[src/rtl/rrps_pkg.sv]
// ---------------------------------------------------------------------------
// rrps_pkg: shared types and constants of the probe retry scheduler
// Command, event and state codes, and the controller/datapath interface.
// ---------------------------------------------------------------------------
package rrps_pkg;

    localparam int unsigned MAX_ENTRIES_DEF = 64;

    localparam logic [7:0]  RETRY_LIMIT_RST = 8'd3;
    localparam logic [31:0] INIT_TIMEOUT_RST = 32'd500;
    localparam logic [31:0] INTERVAL_RST = 32'd10;
    localparam logic [15:0] BACKOFF_RST = 16'd384;

    typedef enum logic [1:0] {
        CMD_ADD   = 2'd0,
        CMD_POLL  = 2'd1,
        CMD_REPLY = 2'd2,
        CMD_NONE  = 2'd3
    } cmd_t;

    typedef enum logic [2:0] {
        EV_IDLE    = 3'd0,
        EV_PROBE   = 3'd1,
        EV_TIMEOUT = 3'd2,
        EV_REPLIED = 3'd3,
        EV_UNKNOWN = 3'd4,
        EV_DEAD    = 3'd5,
        EV_FULL    = 3'd6
    } event_t;

    typedef enum logic [1:0] {
        CFG_RETRY    = 2'd0,
        CFG_TIMEOUT  = 2'd1,
        CFG_INTERVAL = 2'd2,
        CFG_BACKOFF  = 2'd3
    } cfg_idx_t;

    typedef enum logic [3:0] {
        ST_IDLE,
        ST_DISPATCH,
        ST_POLL_RD,
        ST_POLL_EVAL,
        ST_POLL_MUL,
        ST_POLL_WR,
        ST_SRCH_RD,
        ST_SRCH_EVAL,
        ST_ADV_RD,
        ST_ADV_EVAL,
        ST_OUT
    } state_t;

    // Controller to datapath
    typedef struct packed {
        logic   load_in;     // capture input transfer
        logic   do_add;      // append entry, set result
        logic   poll_read;   // read cursor entry
        logic   poll_idle;   // set idle result
        logic   poll_retire; // retire cursor entry
        logic   poll_mul;    // register backoff product
        logic   poll_write;  // write probe bookkeeping
        logic   srch_start;  // init reverse search
        logic   srch_read;   // read search entry
        logic   srch_step;   // move search pointer back
        logic   srch_hit;    // record match
        logic   srch_miss;   // record no match
        logic   adv_start;   // init cursor walk
        logic   adv_read;    // read walk entry
        logic   adv_step;    // move walk pointer forward
        logic   adv_done;    // commit cursor
        logic   out_load;    // load output register
    } dp_cmd_t;

    // Datapath to controller
    typedef struct packed {
        cmd_t cmd;
        logic poll_ok;     // cursor entry due
        logic poll_expire; // retries used up
        logic srch_valid;  // search may start
        logic srch_match;  // current entry matches
        logic srch_last;   // last search step
        logic srch_live;   // matched entry live
        logic adv_need;    // walk is needed
        logic adv_found;   // walk entry live or walk ended
        logic retire_cur;  // retired entry is the cursor
    } dp_stat_t;

endpackage

[src/rtl/rrps_ctrl.sv]
// ---------------------------------------------------------------------------
// rrps_ctrl: scheduler controller
// Sequences add, poll, reply search and cursor walk over the datapath.
// ---------------------------------------------------------------------------
module rrps_ctrl (
    input  logic              aclk,
    input  logic              aresetn,
    input  logic              in_fire,
    output logic              in_ready,
    input  logic              out_busy,
    output rrps_pkg::dp_cmd_t cmd,
    input  rrps_pkg::dp_stat_t stat
);
    import rrps_pkg::*;

    state_t state_reg, state_next;

    // State register
    always_ff @(posedge aclk) begin
        if (!aresetn) begin
            state_reg <= ST_IDLE;
        end else begin
            state_reg <= state_next;
        end
    end

    // Next state
    always_comb begin
        state_next = state_reg;
        case (state_reg)
            ST_IDLE: begin
                if (in_fire) state_next = ST_DISPATCH;
            end
            ST_DISPATCH: begin
                case (stat.cmd)
                    CMD_ADD:   state_next = ST_OUT;
                    CMD_POLL:  state_next = ST_POLL_RD;
                    CMD_REPLY: state_next = stat.srch_valid ? ST_SRCH_RD : ST_OUT;
                    default:   state_next = ST_OUT;
                endcase
            end
            ST_POLL_RD:   state_next = ST_POLL_EVAL;
            ST_POLL_EVAL: begin
                if (!stat.poll_ok) state_next = ST_OUT;
                else if (stat.poll_expire) state_next = ST_ADV_RD;
                else state_next = ST_POLL_MUL;
            end
            ST_POLL_MUL:  state_next = ST_POLL_WR;
            ST_POLL_WR:   state_next = ST_ADV_RD;
            ST_SRCH_RD:   state_next = ST_SRCH_EVAL;
            ST_SRCH_EVAL: begin
                if (stat.srch_match) begin
                    state_next = (stat.srch_live && stat.retire_cur) ? ST_ADV_RD : ST_OUT;
                end else if (stat.srch_last) begin
                    state_next = ST_OUT;
                end else begin
                    state_next = ST_SRCH_RD;
                end
            end
            ST_ADV_RD: state_next = stat.adv_need ? ST_ADV_EVAL : ST_OUT;
            ST_ADV_EVAL: state_next = stat.adv_found ? ST_OUT : ST_ADV_RD;
            ST_OUT: begin
                if (!out_busy) state_next = ST_IDLE;
            end
            default: state_next = ST_IDLE;
        endcase
    end

    // Outputs
    always_comb begin
        cmd = '0;
        in_ready = 1'b0;
        case (state_reg)
            ST_IDLE: begin
                in_ready = 1'b1;
                cmd.load_in = in_fire;
            end
            ST_DISPATCH: begin
                case (stat.cmd)
                    CMD_ADD:   cmd.do_add = 1'b1;
                    CMD_POLL:  cmd.poll_read = 1'b1;
                    CMD_REPLY: cmd.srch_start = 1'b1;
                    default:   cmd.poll_idle = 1'b1;
                endcase
            end
            ST_POLL_EVAL: begin
                if (!stat.poll_ok) cmd.poll_idle = 1'b1;
                else if (stat.poll_expire) begin
                    cmd.poll_retire = 1'b1;
                    cmd.adv_start = 1'b1;
                end
            end
            ST_POLL_MUL: cmd.poll_mul = 1'b1;
            ST_POLL_WR: begin
                cmd.poll_write = 1'b1;
                cmd.adv_start = 1'b1;
            end
            ST_SRCH_RD: cmd.srch_read = 1'b1;
            ST_SRCH_EVAL: begin
                if (stat.srch_match) begin
                    cmd.srch_hit = 1'b1;
                    cmd.adv_start = stat.srch_live && stat.retire_cur;
                end else if (stat.srch_last) begin
                    cmd.srch_miss = 1'b1;
                end else begin
                    cmd.srch_step = 1'b1;
                end
            end
            ST_ADV_RD: begin
                cmd.adv_read = stat.adv_need;
                cmd.adv_step = stat.adv_need;
            end
            ST_ADV_EVAL: cmd.adv_done = stat.adv_found;
            ST_OUT: cmd.out_load = !out_busy;
            default: ;
        endcase
    end

endmodule

[config.mk]
export PLATFORM = sky130hd
export DESIGN_NAME = rrps_ctrl
export DESIGN_NICKNAME = d
export VERILOG_FILES = /design/src/rtl/rrps_pkg.sv /design/src/rtl/rrps_ctrl.sv
export SDC_FILE = /design/constraint.sdc
export NUM_CORES = 1
export LEC_CHECK = 0
export ABC_AREA = 1
export CORE_AREA = 2 2 39 41
export CTS_CLUSTER_SIZE = 12
export DETAILED_ROUTE_END_ITERATION = 12
export DIE_AREA = 0 0 41 43
export DONT_BUFFER_PORTS = 1
export PLACE_DENSITY_LB_ADDON = 0.2
export SLEW_MARGIN = 10
export SYNTH_ARGS = -nofsm -noshare
export SYNTH_HDL_FRONTEND = slang
export SYNTH_SLANG_ARGS = --single-unit
[constraint.sdc]
create_clock -name aclk -period 2.1 [get_ports aclk]
set_input_delay 0.63 -clock aclk [delete_from_list [all_inputs] [get_ports aclk]]
set_output_delay 0.63 -clock aclk [all_outputs]
set_load 0.1 [all_outputs]
==> results of run 1 <==
worst max-delay path, cell delays in order (launching register included):
cell	delay, ns
dfxtp_4	0.37
nor2_4	0.18
inv_2	0.06
nor2_4	0.11
nand3_2	0.08
o211ai_1	0.16
clkbuf_16	0.27
repair_timing:
item	in CTS	in global routing
buffers inserted	0	3
hold buffers	0	0
pin swaps	1	5
endpoints found under the setup margin	5	7
gates resized for setup	5	10
per-stage QoR:
step / total power, W / util (%) / setup TNS (ns) / cells / worst slack, ns
floorplan: 0.0009236 / - / -2.227 / 87 / -0.6866
global placement: 0.001215 / 68.17 / 0 / 120 / 0.2107
detailed placement: 0.001230 / 68.17 / 0 / 120 / 0.1451
CTS: 0.001350 / 70.98 / -0.05567 / 123 / -0.05567
global route: 0.001490 / 74.68 / -0.1435 / 126 / -0.07534
finish: 0.001413 / 74.68 / -0.001219 / 126 / -0.001219
where the power goes:
group / leakage, nW / internal (W) / switching (W)
logic: 0.425 / 0.000366 / 0.000773
clock network: 0.0138 / 0.0000637 / 0.0000281
registers: 0.0353 / 0.000120 / 0.0000623
total: 0.475 / 0.000549 / 0.000863
cell usage in the layout (no fill, tap or decap), drive strengths merged, types with 2 or more instances in the layout:
cell type	instances
dfxtp	4
nand3b	2
clkbuf	4
nand2	16
nor3	3
nand3	12
nand4	2
o21ai	4
nor2	17
buf	20
inv	20
final cells by class:
type	instances	area, sq um	area share [%]
multi-input combinational	61	462.9	44.79
timing repair buffer	21	350.3	33.90
sequential	4	92.59	8.959
inverter	21	85.08	8.232
clock buffer	3	22.52	2.179
tap	16	20.02	1.937
layer usage:
| metal | routed length (um) | global-route usage, % | up-vias |
|---|---|---|---|
| met4 | 0 | 7.333 | 0 |
| met2 | 864 | 30.63 | 24 |
| met3 | 75 | 3.141 | 0 |
| met1 | 589 | 21.04 | 292 |
| met5 | 0 | 0 | - |
| li1 | - | - | 323 |
path summary, 6_finish.rpt:
kind	endpoint	slack, ns
max	cmd[4]	-0.001
min reg2reg	state_reg[0]$_SDFFE_PN0P_	0.62
min	state_reg[3]$_SDFFE_PN0P_	0.50
max reg2reg	state_reg[0]$_SDFFE_PN0P_	0.81
cell families (layout without fill, tap and decap cells):
| kind of cell | after synthesis | count (layout) | share of synthesized area [%] |
|---|---|---|---|
| AND/OR/NAND/NOR | 54 | 54 | 57.36 |
| buffers and inverters | 22 | 45 | 17.83 |
| AO/OA/AOI/OAI | 7 | 7 | 8.269 |
| flip-flops | 4 | 4 | 16.54 |
==> results.yml, run 1 <==
drt:
  wl_per_cell_um: 12.13
  antenna_left: 0
  via_per_inst: 5.071
  firstDrtPassIters: 4
  vias: 639
  drt_iter0_drc: 16
  routed_wl_um: 1529
  drcViolationCount: 0
floorplanning:
  core_area_sq_um: 1384
  start_util_pct: 34.99
  die_y_um: 43
  rows: 14
  dieArea_sq_um: 1763
  io-pin-count: 33
  die_width_um: 41
sta:
  hold_viol_final: 0
  relSlewSlack_pct: 77.66
  fin_ws_ns: -0.001219
  finClkSkew_ns: 0.004749
  period_minus_slack_ns: 2.101
  max_freq_ghz: 0.4759
  holdWs_ns: 0.4996
  fin_crit_sh_pct: 100.1
  rsz0062_at_grt: "yes"
  drv_slew: 0
  worst_pin_slew_ns: 0.3338
  setup_viol_count_final: 1
synthesis:
  netlist_instances: 87
  synth.distinct_cells: 21
  async_flop_share_pct: 0
  synth_area_sq_um: 484.2
  yosysMostFrequentCell: "inv_1"
  yosysSeqAreaShare_pct: 16.54
  synth_commonest_cells: "18 x inv_1, 13 x nand2_1, 13 x nor2_1"
  ys_top_cells_by_area: "dfxtp_1 17%, inv_1 14%, nand3_1 11%"
  syn_avg_cell_area_sq_um: 5.566
  synth.yosys.warnings: 0
  syn_nets: 102
  synth_ff_type: "dfxtp_1"
  synth_edf_count: 0
  synth_top_area_share_pct: 16.54
  ys_ff_latch: 4
  yosysTopAreaCell: "dfxtp_1"
final_layout:
  design_area_sq_um: 1033
  antennaDiodeCount: 0
  nFillCells: 103
  nNetsFinal: 127
  largest_reg_flops: 4
  area_growth_syn_to_layout_pct: 113.4
  drive_gt1_share_pct: 52.73
worst_setup_path:
  worst_setup_path_end_kind: "output port"
  cp-startpoint: "state_reg[3]$_SDFFE_PN0P_"
  cp.required_ns: 1.47
  worstSetupPathType: "register to output port"
  startpoint_type: "register"
  cp_max_fo: 6
  arrival_ns: 1.47
  rr_startpoint: "state_reg[1]$_SDFFE_PN0P_"
  reg2reg_depth: 4
cts:
  cts.sinks: 4
  cts_buffer_depth: 2
  cts.htree.levels: 1
  clk_latency_ns: 0.23
  path_clk_slew_ns: 0.04
  cts_root_buf: "clkbuf_4"
  cts_inserted_buffers: 3
  tritoncts: "yes"
global_routing:
  track_usage_pct: 18.11
  grt_max_degree: 8
  antenna_found_initial: 0
  grt_pass1_vias: 595
  grt-ovfl-total: 0
  grt_pass1_wl_um: 2235
outcome:
  violations: "negative setup slack"
  status: "complete, but fails checks"
hold_path:
  hp-start: "aresetn"
  holdPathStages: 2
  worstHoldPathType: "primary input to register"
placement:
  io_buffer_count: 0
  dp_hpwl_um: 1226
  place_area_sq_um: 943.4
  place_congestion: 0.8909
flow_run:
  maxCapViolCount: 0
power_and_ir_drop:
  p_per_area_nw_per_um2: 1367
  total_leakage_power_nw: 0.4746
  peakVddDrop_mv: 1.044
Note: power is estimated with default switching activity, not from simulation.
==> run 2, diff against run 1 <==
CORE_AREA = 3 3 40 42   (was 2 2 39 41)
DIE_AREA = 0 0 43 45   (was 0 0 41 43)
==> run 2 against run 1 <==
Effect of this change: the run now ends clean; flip-flop and latch count did not move; sequential share of layout area grew 0.17 points; wire length up 1.8%; maximum frequency grew 1.6%.
==> results.yml, run 2 (synthesized netlist as in run 1, its figures left out) <==
outcome:
  status: "finished clean"
floorplanning:
  rows: 13
  die_width_um: 43
  start_util_pct: 37.68
  dieArea_sq_um: 1935
  die_y_um: 45
  io-pin-count: 33
  core_area_sq_um: 1285
power_and_ir_drop:
  peakVddDrop_mv: 1.217
  total_leakage_power_nw: 0.4700
  p_total_w: 0.001405
  p_per_area_nw_per_um2: 1385
worst_setup_path:
  worst_setup_path_end_kind: "output port"
  cp.required_ns: 1.47
  crit_slowest_cell: "dfxtp_4"
  worstPathCellList: "nor2_4 > buf_4 > nand2_4 > o31ai_4 > buf_12"
  rrSetupSlack_ns: 0.77
  cp_max_fo: 6
  critPathMaxStageDelay_ns: 0.37
  worstSetupPathType: "register to output port"
  startpoint_type: "register"
  arrival_ns: 1.44
cts:
  clk_latency_ns: 0.23
  cts_inserted_buffers: 3
  tritoncts: "yes"
  cts.sinks: 4
  cts_root_buf: "clkbuf_4"
  hold_buffers: 0
  cts_buffer_depth: 2
  cts.htree.levels: 1
  path_clk_slew_ns: 0.04
global_routing:
  antenna_found_initial: 0
  grt_max_degree: 8
  grt-ovfl-total: 0
  track_usage_pct: 15.86
  grt_pass1_vias: 579
  grt_pass1_wl_um: 2380
final_layout:
  area_growth_syn_to_layout_pct: 109.6
  layout.cells.most_common_list: "16 x inv_1, 14 x buf_12, 13 x nand2_1"
  layout_commonest_cell: "inv_1"
  multi_input_area_sq_um: 452.9
  nNetsFinal: 126
  antennaDiodeCount: 0
  nFillCells: 94
  seq_area_sq_um: 92.59
  drive_gt1_share_pct: 51.38
  largest_reg_flops: 4
placement:
  io_buffer_count: 0
  dp_hpwl_um: 1198
  place_congestion: 0.8158
drt:
  routed_wl_um: 1556
  via_per_inst: 5.161
  vias: 640
  drcViolationCount: 0
  drt_iter0_drc: 8
  antenna_left: 0
  wl_per_cell_um: 12.55
  firstDrtPassIters: 4
sta:
  relSlewSlack_pct: 76.94
  finClkSkew_ns: 0.002574
  setup_viol_count_final: 0
  drv_slew: 0
  rsz0062_at_grt: "yes"
  fin_crit_sh_pct: 98.46
  period_minus_slack_ns: 2.068
  hold_viol_final: 0
  holdWs_ns: 0.4965
  max_freq_ghz: 0.4836
  worst_pin_slew_ns: 0.3446
flow_run:
  maxCapViolCount: 0
hold_path:
  worstHoldPathType: "primary input to register"
-- run 2: cell types whose count changed in the layout (fill, tap and decap cells not counted), sizes merged --
cell and delta:
buf -1
-- run 2: final timing paths --
check,start,endpoint,depth (start not counted)
setup reg to reg,state_reg[1]$_SDFFE_PN0P_,state_reg[0]$_SDFFE_PN0P_,4
hold / removal,aresetn,state_reg[1]$_SDFFE_PN0P_,2
hold reg to reg,state_reg[0]$_SDFFE_PN0P_,state_reg[2]$_SDFFE_PN0P_,4
setup / recovery,state_reg[3]$_SDFFE_PN0P_,cmd[13],5
-- run 2: critical path: cells and delay by family, from the launching register on --
kind | cells | cell delay, ns
AO/OA/AOI/OAI | 1 | 0.22
buffers and inverters | 2 | 0.36
flip-flops | 1 | 0.37
AND/OR/NAND/NOR | 2 | 0.26
-- run 2: where the power goes --
group          internal (W)  switching, W  total (W)
clock network     0.0000639     0.0000303  0.0000941
registers          0.000120     0.0000661   0.000186
logic              0.000363      0.000763    0.00113
-- run 2: layout make-up --
type                    instances  share of cell area [%]
clock buffers                   3                   2.219
inverters                      21                   8.385
multi-input cells              61                   44.64
flip-flops and latches          4                   9.125
well taps                      15                   1.850
repair buffers                 20                   33.79
-- run 2: routing by layer --
layer  GRT usage, %  wire (um)  vias up
met5              0          0        -
met4              0         19        0
met3          4.781        128        2
met2          30.54        793       29
met1          18.45        614      285
li1               -          -      324
-- run 2: repair_timing --
item,in CTS,in global routing
setup endpoints to repair,6,7
resized for setup,3,9
pin swaps,1,4
setup buffers,0,3
-- run 2: through the flow --
step / setup WS [ns] / cells / util, % / TNS, ns / instance area [sq um]
after floorplan: -0.6866 / 87 / - / -2.227 / 610.6
after global placement: 0.1938 / 118 / 72.74 / 0 / 934.6
after detailed placement: 0.1482 / 118 / 72.74 / 0 / 934.6
after CTS: -0.02202 / 121 / 75.37 / -0.02202 / 968.4
after global routing: -0.02791 / 124 / 78.97 / -0.04511 / 1015
final: 0.03225 / 124 / 78.97 / 0 / 1015
